[src/design/isaf_pkg.sv]
// Shared types and constants of the IPv4 source address filter.
package isaf_pkg;

  localparam int unsigned ETH_HDR_LEN = 14;
  localparam int unsigned IP_END_LEN = 34;
  localparam logic [15:0] ETHERTYPE_IPV4 = 16'h0800;
  localparam logic [7:0] MATCH_FLAG = 8'd1;

  typedef enum logic [1:0] {
    ACT_BYTE   = 2'd0,
    ACT_SET    = 2'd1,
    ACT_REMOVE = 2'd2
  } act_e;

  typedef enum logic [2:0] {
    RSN_SHORT_MAC = 3'd0,
    RSN_NOT_IPV4  = 3'd1,
    RSN_SHORT_IP  = 3'd2,
    RSN_DENIED    = 3'd3,
    RSN_ALLOWED   = 3'd4,
    RSN_DEFAULT   = 3'd5
  } reason_e;

  typedef enum logic [1:0] {
    STS_DONE      = 2'd0,
    STS_FULL      = 2'd1,
    STS_NOT_FOUND = 2'd2
  } status_e;

  typedef enum logic {
    KIND_VERDICT = 1'b0,
    KIND_STATUS  = 1'b1
  } kind_e;

  typedef enum logic [1:0] {
    OP_LOOKUP,
    OP_SET,
    OP_REMOVE
  } op_e;

  typedef enum logic [2:0] {
    ST_IDLE,
    ST_RD,
    ST_CMP,
    ST_MV_RD,
    ST_MV_WR,
    ST_FIN
  } state_e;

  typedef struct packed {
    logic [31:0] key;
    logic [7:0]  flag;
  } entry_t;

  // Header parser report for the beat just accepted.
  typedef struct packed {
    logic        done;
    logic        lookup;
    reason_e     reason;
    logic [31:0] src;
  } frm_t;

  typedef struct packed {
    kind_e       kind;
    logic        drop;
    reason_e     reason;
    status_e     status;
    logic [31:0] src;
  } res_t;

endpackage

[src/design/isaf_hdr.sv]
// Frame header tracker: byte position, EtherType and source address capture.
module isaf_hdr import isaf_pkg::*; (
  input  logic       clk_i,
  input  logic       rst_ni,
  input  logic       en_i,
  input  logic [7:0] data_i,
  input  logic       last_i,
  output frm_t       frm_o
);

  logic [5:0]  pos_q, pos_d, pos_nx;
  logic [15:0] etype_q, etype_d, etype_nx;
  logic [31:0] src_q, src_d, src_nx;

  always_comb begin
    etype_nx = etype_q;
    src_nx   = src_q;
    pos_nx   = pos_q;
    if (pos_q == 6'd12 || pos_q == 6'd13) begin
      etype_nx = {etype_q[7:0], data_i};
    end
    if (pos_q >= 6'd26 && pos_q <= 6'd29) begin
      src_nx = {src_q[23:0], data_i};
    end
    if (pos_q < 6'(IP_END_LEN)) begin
      pos_nx = pos_q + 6'd1;
    end
  end

  always_comb begin
    frm_o.done   = en_i && last_i;
    frm_o.lookup = 1'b0;
    frm_o.src    = '0;
    if (pos_nx < 6'(ETH_HDR_LEN)) begin
      frm_o.reason = RSN_SHORT_MAC;
    end else if (etype_nx != ETHERTYPE_IPV4) begin
      frm_o.reason = RSN_NOT_IPV4;
    end else if (pos_nx < 6'(IP_END_LEN)) begin
      frm_o.reason = RSN_SHORT_IP;
    end else begin
      frm_o.reason = RSN_DEFAULT;
      frm_o.lookup = 1'b1;
      frm_o.src    = src_nx;
    end
  end

  always_comb begin
    pos_d   = pos_q;
    etype_d = etype_q;
    src_d   = src_q;
    if (en_i) begin
      if (last_i) begin
        pos_d   = '0;
        etype_d = '0;
        src_d   = '0;
      end else begin
        pos_d   = pos_nx;
        etype_d = etype_nx;
        src_d   = src_nx;
      end
    end
  end

  always_ff @(posedge clk_i or negedge rst_ni) begin
    if (!rst_ni) begin
      pos_q   <= '0;
      etype_q <= '0;
      src_q   <= '0;
    end else begin
      pos_q   <= pos_d;
      etype_q <= etype_d;
      src_q   <= src_d;
    end
  end

endmodule

[config.mk]
export PLATFORM = sky130hd
export DESIGN_NAME = isaf_hdr
export DESIGN_NICKNAME = d
export VERILOG_FILES = /design/src/design/isaf_pkg.sv /design/src/design/isaf_hdr.sv
export SDC_FILE = /design/constraint.sdc
export NUM_CORES = 1
export LEC_CHECK = 0
export ABC_CLOCK_PERIOD_IN_PS = 5000
export BUFFER_PORTS_ARGS = -buffer_cell sky130_fd_sc_hd__buf_2
export CAP_MARGIN = 15
export CORE_ASPECT_RATIO = 1.4
export CORE_MARGIN = 3
export CORE_UTILIZATION = 55
export DETAILED_ROUTE_END_ITERATION = 7
export GPL_TIMING_DRIVEN = 1
export PLACE_DENSITY_LB_ADDON = 0.12
export SLEW_MARGIN = 10
export SYNTH_ARGS = -nofsm -noshare
export SYNTH_HDL_FRONTEND = slang
export SYNTH_SLANG_ARGS = --single-unit
[constraint.sdc]
create_clock -name clk_i -period 5 [get_ports clk_i]
set_input_delay 0.75 -clock clk_i [delete_from_list [all_inputs] [get_ports clk_i]]
set_output_delay 0.75 -clock clk_i [all_outputs]
set_load 0.005 [all_outputs]
After elaboration in Yosys (flattened, before gate mapping)
Index checks and enable logic that the tools add are counted.
{"block": "word_totals", "register_bits": 54, "latchBits": 0, "ramBits": 0, "mem_bits_ro": 0, "wordCells": 30, "n_memories": 0}
{"block": "classes", "addsub": 1, "n_mul": 0, "n_div": 0, "order_cmp": 5, "n_eq_ne": 3, "n_shift": 0, "n_mux": 15, "bitwise": 0, "reduce_logical": 3}
{"op": "$mux 32", "count": 5}
{"op": "$mux 16", "count": 2}
{"op": "$ne 16x12->1 const B", "count": 1}
{"op": "$eq 6x4->1 const B", "count": 2}
{"op": "$lt 6x6->1 const B", "count": 2}
{"op": "$mux 6", "count": 2}
{"op": "$mux 3", "count": 3}
{"op": "$add 6x1->6 const B", "count": 1}
{"op": "$ge 6x5->1 const B", "count": 1}
{"op": "$le 6x5->1 const B", "count": 1}
{"op": "$lt 6x4->1 const B", "count": 1}
{"op": "$mux 1", "count": 3}
{"op": "$logic_and 1x1->1", "count": 2}
{"op": "$logic_or 1x1->1", "count": 1}

Logic depth before layout (Yosys ltp)
Gate-level depths: netlist of the first run.
{"block": "depth", "word_depth": 6, "ltp_mapped": 8}

Worst setup path after synthesis of the first run
No wires, ideal clock.
{"block": "synth_path", "path_type": "input to output", "from": "input port data_i[4]", "to": "output port frm_o[35] (netlist name)", "t_arrival_ns": 2.085, "required_time_ns": 4.250, "slack_ns": 2.165, "stages": 6, "n_path_buf": 2, "cell_sequence": "nor4_1 nand4b_1 mux2_2 buf_2 nor3_1 buf_4"}
{"item": "start, declared", "line": "isaf_hdr.sv:6", "rtl": "input logic [7:0] data_i,"}
{"item": "end, declared", "line": "isaf_hdr.sv:8", "rtl": "output frm_t frm_o"}

==> results of run 1 <==
[critical path, cell delays in order, from the launching register on]
cell	delay, ns
dfrtp_1	0.47
inv_1	0.12
o311ai_0	0.59
a41o_2	0.94
and4bb_2	0.37
buf_2	0.11
[per-layer routing]
metal / part of all wire (%) / vias to the layer above / GRT usage (%)
met2: 49 / 75 / 34.8
met4: 1.7 / 0 / 7.03
li1: - / 1078 / -
met1: 44 / 1180 / 29.8
met3: 5.5 / 12 / 3.80
met5: 0 / - / 0
[metrics by stage]
step	hold WS (ns)	instances	setup WS, ns
floorplan	0.454	254	2.17
global placement	0.477	347	1.77
detailed placement	0.477	347	1.67
CTS	0.503	355	1.33
global route	0.523	355	1.11
finish	0.505	355	1.34
[kinds of logic after synthesis]
group	after synthesis
multiplexers	33
buffers and inverters	32
adder cells (fa/ha/maj)	5
flip-flops	54
AND/OR/NAND/NOR	60
XOR/XNOR	2
AO/OA/AOI/OAI	68
[area by class of cell]
cell class	instances	area [um^2]
Clock buffer	7	96.3
Clock inverter	1	8.76
Fill cell	409	1900
Inverter	7	26.3
Multi-Input combinational cell	168	1580
Sequential cell	54	1350
Tap cell	66	82.6
Timing Repair Buffer	52	270
[worst min path at each step]
stage | slack (ns) | startpoint | to | cells past startpoint
final | 0.50 | etype_q[10]$_DFFE_PN0P_ | etype_q[10]$_DFFE_PN0P_ | 1
after global routing | 0.52 | src_q[28]$_DFFE_PN0P_ | src_q[28]$_DFFE_PN0P_ | 1
after CTS | 0.50 | etype_q[10]$_DFFE_PN0P_ | etype_q[10]$_DFFE_PN0P_ | 1
after detailed placement | 0.48 | etype_q[10]$_DFFE_PN0P_ | etype_q[10]$_DFFE_PN0P_ | 1
after global placement | 0.48 | etype_q[10]$_DFFE_PN0P_ | etype_q[10]$_DFFE_PN0P_ | 1
after floorplan | 0.45 | rst_ni | etype_q[0]$_DFFE_PN0P_ | 0
[synthesized netlist by cell type (2+ instances only)]
master / instances / area share [%]
dfrtp_1: 54 / 43
a22o_1: 48 / 13
mux2i_1: 32 / 10
nor4_2: 27 / 11
buf_2: 9 / 1.4
clkbuf_1: 8 / 0.96
nor4_1: 8 / 1.6
nor3_1: 6 / 0.96
o22ai_1: 6 / 1.2
ha_1: 5 / 2.0
inv_1: 5 / 0.60
nand4b_1: 4 / 1.1
buf_12: 3 / 1.9
buf_4: 2 / 0.48
buf_6: 2 / 0.72
inv_2: 2 / 0.24
nand2_1: 2 / 0.24
nand3b_1: 2 / 0.48
nor2_1: 2 / 0.24
nor4_4: 2 / 1.4
o21ai_1: 2 / 0.32
xnor2_1: 2 / 0.56
[sequential cells by signal, indices dropped and copies added (netlist names)]
register  flops
etype_q      16
pos_q         6
src_q        32
[power by group]
group | switching [mW] | internal, mW | leakage (nW)
Sequential | 0.00787 | 0.441 | 0.752
Combinational | 0.0443 | 0.0199 | 0.585
Clock | 0.143 | 0.127 | 0.0544
==> summary.txt, run 1 <==
Status
  • Outcome: completed

Placement
  • PortBufs: 48
  • GP Congestion: 0.762
  • Placed cell area: 0.00331 mm^2
  • Hpwl dp: 4.52 mm

Global routing
  • First-pass GRT wire length: 11.5 mm
  • Largest net degree at the start of global routing: 55
  • Global route total overflow: 0
  • Gr usage total: 21.6%
  • Number of global-route vias before repair: 2224
  • Initial antenna violation count: 0

CTS
  • Clk Latency, worst-skew pair: 0.31 ns
  • Post-CTS setup buffer count: 0
  • Total clock sinks: 54
  • Post-cts sizing count: 0
  • Clock transition at the registers of the reported paths: 0.10 ns
  • Clock Tree Buf Depth: 2
  • H-tree depth: 2
  • CTS tree: yes
  • Num CTS Buffers: 5
  • CTS root buf: clkbuf_8
  • Cts hold-fix bufs: 0

Logic synthesis
  • Simple-gate portion of the synthesized area: 18.9%
  • Post-synthesis mux area share: 10.6%
  • Flops & latches, synth: 54
  • Largest family of logic cells by synthesized area: simple AND/OR/NAND/NOR gates
  • Synth Area in Compound Gates: 18.1%
  • Post-synthesis cell type count: 43
  • Mapped Avg Cell Area: 12.3 um^2
  • Number of enable flip-flop cells after synthesis: 0
  • Post-synthesis sequential area ratio: 43.3%
  • Post-Synth XOR/XNOR Area: 0.561%
  • Syn Nets: 271
  • Post-Syn Area: 0.00312 mm^2
  • Yosys Warn Count: 0
  • Post-Synth Adder-Cell Area: 2.00%
  • Most common flop cell mapped by yosys: dfrtp_1
  • Synth Instances: 254
  • Synth async-reset ratio: 100%

Pwr
  • PwrDens: 229 mW/mm^2
  • Pleak: 1.39 nW
  • Final Total Pwr: 0.783 mW
  • Worst vdd ir: 0.162 mV

Floorplanning
  • I/O pins: 49
  • Die Wd: 69.7 um
  • Core area: 0.00531 mm^2
  • Initial Utilization: 58.7%
  • Die span in y: 95.1 um
  • Die area: 0.00663 mm^2
  • Core Rows: 31

Finish
  • Final Util: 64.3%
  • Nets: 305
  • Most common cell after layout, fill and taps aside: dfrtp_1
  • Syn-to-layout area delta: 9.42%
  • Antenna fix cells: 0
  • Finished Cell Area: 0.00342 mm^2
  • Layout cells sized above 1: 34.6%
  • Most frequent cells in the layout: dfrtp_1 (54), a22o_1 (48), buf_2 (48), mux2i_1 (32), nor4_2 (28)

Routing
  • DR DRC count: 0
  • Wirelength per Cell: 19.3 um
  • Routed vias: 2345
  • Antenna-violating nets left: 0
  • Initial detailed-routing violation count: 193
  • Avg Vias per Cell: 6.61
  • DRT Wirelength: 6.85 mm
  • Drt first pass iters: 4

Timing
  • Worst Tran Pin Value: 1.09 ns
  • Final period utilization: 73.2%
  • Crit path time final: 3.66 ns
  • Final Max Slew Viols: 0
  • Final Hold Viols: 0
  • Slew HR: 26.8%
  • Post-Route Setup TNS: 0 ns
  • Endpoints failing setup: 0
  • Unrepaired setup endpoints after global routing: false
  • Post-route clock skew: 0.00864 ns
  • Peak Freq: 273 MHz

Critical path
  • Worst setup path class: reg -> out
  • Worst R2R End: src_q[3]$_DFFE_PN0P_
  • Worst r2r src: pos_q[1]$_DFFE_PN0P_
  • CP Data Required Time: 4.25 ns
  • Crit path to: frm_o[33]
  • CP startpoint kind: register
  • Critical path origin: pos_q[5]$_DFFE_PN0P_
  • Crit-path max FO: 35
  • CP Capture Type: primary output
  • Crit path DAT: 2.91 ns
  • R2r setup slk: 2.44 ns
  • Cells on worst reg2reg path: 8

Hold path
  • Hold/Removal Path Class: reg -> reg

Job
  • Max cap viols: 0
Power figures use the tool's default switching activity.
==> run 2, diff against run 1 <==
ABC_AREA = 1   (was default)
ABC_CLOCK_PERIOD_IN_PS = 3080   (was 5000)
CORE_UTILIZATION = 51   (was 55)
clock period = 3.08 ns   (was 5 ns; I/O delays follow)
==> run 2 against run 1 <==
Net effect:
- worst hold slack got worse by 0.26 ns
- global-route usage fell by 0.64 points
- via count rose by 17%
- clock power rose by 60%
- register-to-register slack got worse by 1.3 ns
- area after synthesis barely moved
- critical endpoint is now frm_o[9]
- highest routed layer unchanged
==> summary.txt, run 2 <==
Critical path
  • CP startpoint kind: register
  • Critical path origin: pos_q[2]$_DFFE_PN0P_
  • Worst r2r src: pos_q[2]$_DFFE_PN0P_
  • Worst setup path class: reg -> out
  • Cells on worst reg2reg path: 7
  • CP Capture Type: primary output
  • Crit path DAT: 2.42 ns
  • Worst R2R End: src_q[2]$_DFFE_PN0P_
  • R2r setup slk: 1.10 ns
  • Crit-path max FO: 21
  • Crit path to: frm_o[9]
  • CP Data Required Time: 2.62 ns

Finish
  • Syn-to-layout area delta: 14.4%
  • Most common cell after layout, fill and taps aside: nand2_1
  • Most frequent cells in the layout: nand2_1 (85), inv_1 (55), dfrtp_1 (53), buf_2 (48), o21ai_0 (42)
  • Max FFs per register: 32
  • Nets: 458
  • Antenna fix cells: 0
  • Top flop regs: src_q: 32 flops, etype_q: 16 flops, pos_q: 6 flops
  • Layout cells sized above 1: 24.9%
  • Final Util: 60.4%
  • # fillers: 555
  • Most flop-heavy register: src_q

CTS
  • H-tree depth: 2
  • CTS tree: yes
  • Total clock sinks: 54
  • CTS root buf: clkbuf_8
  • Clk Latency, worst-skew pair: 0.31 ns
  • Clock transition at the registers of the reported paths: 0.11 ns
  • Num CTS Buffers: 5
  • Clock Tree Buf Depth: 2

Timing
  • Final Max Slew Viols: 0
  • Endpoints failing setup: 0
  • Post-Route Setup TNS: 0 ns
  • Peak Freq: 346 MHz
  • Worst hold margin: 0.246 ns
  • Final Hold Viols: 0
  • Final period utilization: 93.7%
  • Worst Tran Pin Value: 0.698 ns
  • Post-route clock skew: 0.0144 ns
  • Slew HR: 53.5%
  • Crit path time final: 2.89 ns

Floorplanning
  • Initial Utilization: 52.8%
  • I/O pins: 49
  • Die Wd: 72.1 um
  • Die span in y: 98.5 um
  • Core area: 0.00590 mm^2
  • Die area: 0.00710 mm^2
  • Core Rows: 33

Logic synthesis
  • Most common flop cell mapped by yosys: dfrtp_1
  • Commonest cells post-synth: nand2_1 (86), inv_1 (57), dfrtp_1 (54)
  • Synth Instances: 399
  • Post-synthesis sequential area ratio: 43.3%
  • Number of enable flip-flop cells after synthesis: 0
  • Yosys top cell by area: dfrtp_1
  • Largest cells by area after synthesis: dfrtp_1 (43%), nand2_1 (10%), o22ai_1 (7.2%)
  • Post-Syn Area: 0.00312 mm^2
  • Synth top area share: 43.3%
  • Most frequent cell after synthesis: nand2_1
  • Post-synthesis cell type count: 23
  • Synth async-reset ratio: 100%
  • Yosys Warn Count: 0
  • Flops & latches, synth: 54
  • Syn Nets: 416
  • Mapped Avg Cell Area: 7.82 um^2

Routing
  • Initial detailed-routing violation count: 230
  • Wirelength per Cell: 13.9 um
  • Antenna-violating nets left: 0
  • Routed vias: 2733
  • Avg Vias per Cell: 5.34
  • DRT Wirelength: 7.11 mm
  • Drt first pass iters: 5
  • DR DRC count: 0

Placement
  • Hpwl dp: 4.65 mm
  • GP Congestion: 0.848
  • PortBufs: 48

Status
  • Outcome: completed

Pwr
  • Final Total Pwr: 1.32 mW
  • PwrDens: 371 mW/mm^2
  • Sw Ratio: 28.0%
  • Internal power: 0.953 mW
  • Sequential power share: 54.9%
  • Switch Pwr: 0.371 mW
  • Pleak: 1.87 nW
  • Comb pwr share: 12.5%
  • Clock share of power: 32.6%
  • Worst vdd ir: 0.223 mV

Global routing
  • Initial antenna violation count: 0
  • Largest net degree at the start of global routing: 65
  • Global route total overflow: 0
  • Number of global-route vias before repair: 2504
  • First-pass GRT wire length: 11.9 mm
  • Gr usage total: 20.9%

Job
  • Max cap viols: 0

Hold path
  • Hold/Removal Path Class: in -> async
[run 2: changes by cell type after synthesis, sizes merged, moves of 35 or more]
cell | before | now
o21ai | 3 | 44
a22o | 48 | 13
inv | 7 | 59
nor2 | 2 | 51
nor4 | 37 | 0
nand2 | 2 | 86
[run 2: routing by layer]
metal  part of all wire [%]  wire, um  GRT usage, %  vias up
li1                       -         -             -     1402
met1                     44      3130          27.2     1258
met2                     50      3570          35.2       63
met3                    3.8       271          3.27       10
met4                    2.0       141          6.80        0
met5                      0         0             0        -
[run 2: cell families (layout without fill, tap and decap cells)]
family	after synthesis	count (layout)	share of synthesized area, %
AO/OA/AOI/OAI	95	95	18.5
flip-flops	54	54	43.3
XOR/XNOR	2	2	0.562
buffers and inverters	85	126	11.9
AND/OR/NAND/NOR	158	160	23.7
adder cells (fa/ha/maj)	5	5	2.01
[run 2: area by class of cell]
type / count / area (um^2) / area share (%)
clock inverter: 2 / 16.3 / 0.456
inverter: 59 / 223 / 6.24
multi-input combinational: 262 / 1450 / 40.5
timing repair buffer: 59 / 360 / 10.1
sequential: 54 / 1350 / 37.9
tap: 70 / 87.6 / 2.45
clock buffer: 6 / 82.6 / 2.31
[run 2: power by group through the flow]
stage / combinational, mW / sequential (mW) / clock, mW
2_1_floorplan: 0.0943 / 0.736 / 0
3_3_place_gp: 0.143 / 0.741 / 0
3_5_place_dp: 0.143 / 0.741 / 0
4_1_cts: 0.144 / 0.728 / 0.458
5_1_grt: 0.185 / 0.728 / 0.470
6_report: 0.166 / 0.727 / 0.432
[run 2: worst min path at each step]
stage	end	slack (ns)	cells after the start
6_report	src_q[28]$_DFFE_PN0P_	0.25	2
5_1_grt	src_q[28]$_DFFE_PN0P_	0.30	2
4_1_cts	src_q[26]$_DFFE_PN0P_	0.29	2
3_5_place_dp	etype_q[9]$_DFFE_PN0P_	0.49	1
3_3_place_gp	etype_q[12]$_DFFE_PN0P_	0.49	1
2_1_floorplan	etype_q[0]$_DFFE_PN0P_	0.17	0
[run 2: worst max-delay path: stages, from the launching register on]
cell	delay (ns)
dfrtp_1	0.52
nand2_1	0.11
clkinv_2	0.22
nand3_4	0.17
nand2_1	0.10
o21ai_0	0.12
nor2_1	0.11
nand2_1	0.07
nor2_2	0.14
nand3_4	0.13
buf_12	0.19
nor2_2	0.09
buf_2	0.12
[run 2: timing repair]
item | 4_1_cts | 5_1_grt
hold buffers | 0 | 0
endpoints found under the setup margin | 25 | 36
buffers inserted | 1 | 3
resized for setup | 0 | 8
gates cloned | 0 | 2
pin swaps | 1 | 0
[run 2: metrics by stage]
| step | area (um^2) | std cells | setup WS (ns) |
|---|---|---|---|
| floorplan | 3120 | 399 | 0.644 |
| global placement | 3380 | 498 | 0.267 |
| detailed placement | 3380 | 498 | 0.193 |
| CTS | 3500 | 507 | 0.00393 |
| global route | 3570 | 512 | -0.0381 |
| finish | 3570 | 512 | 0.194 |
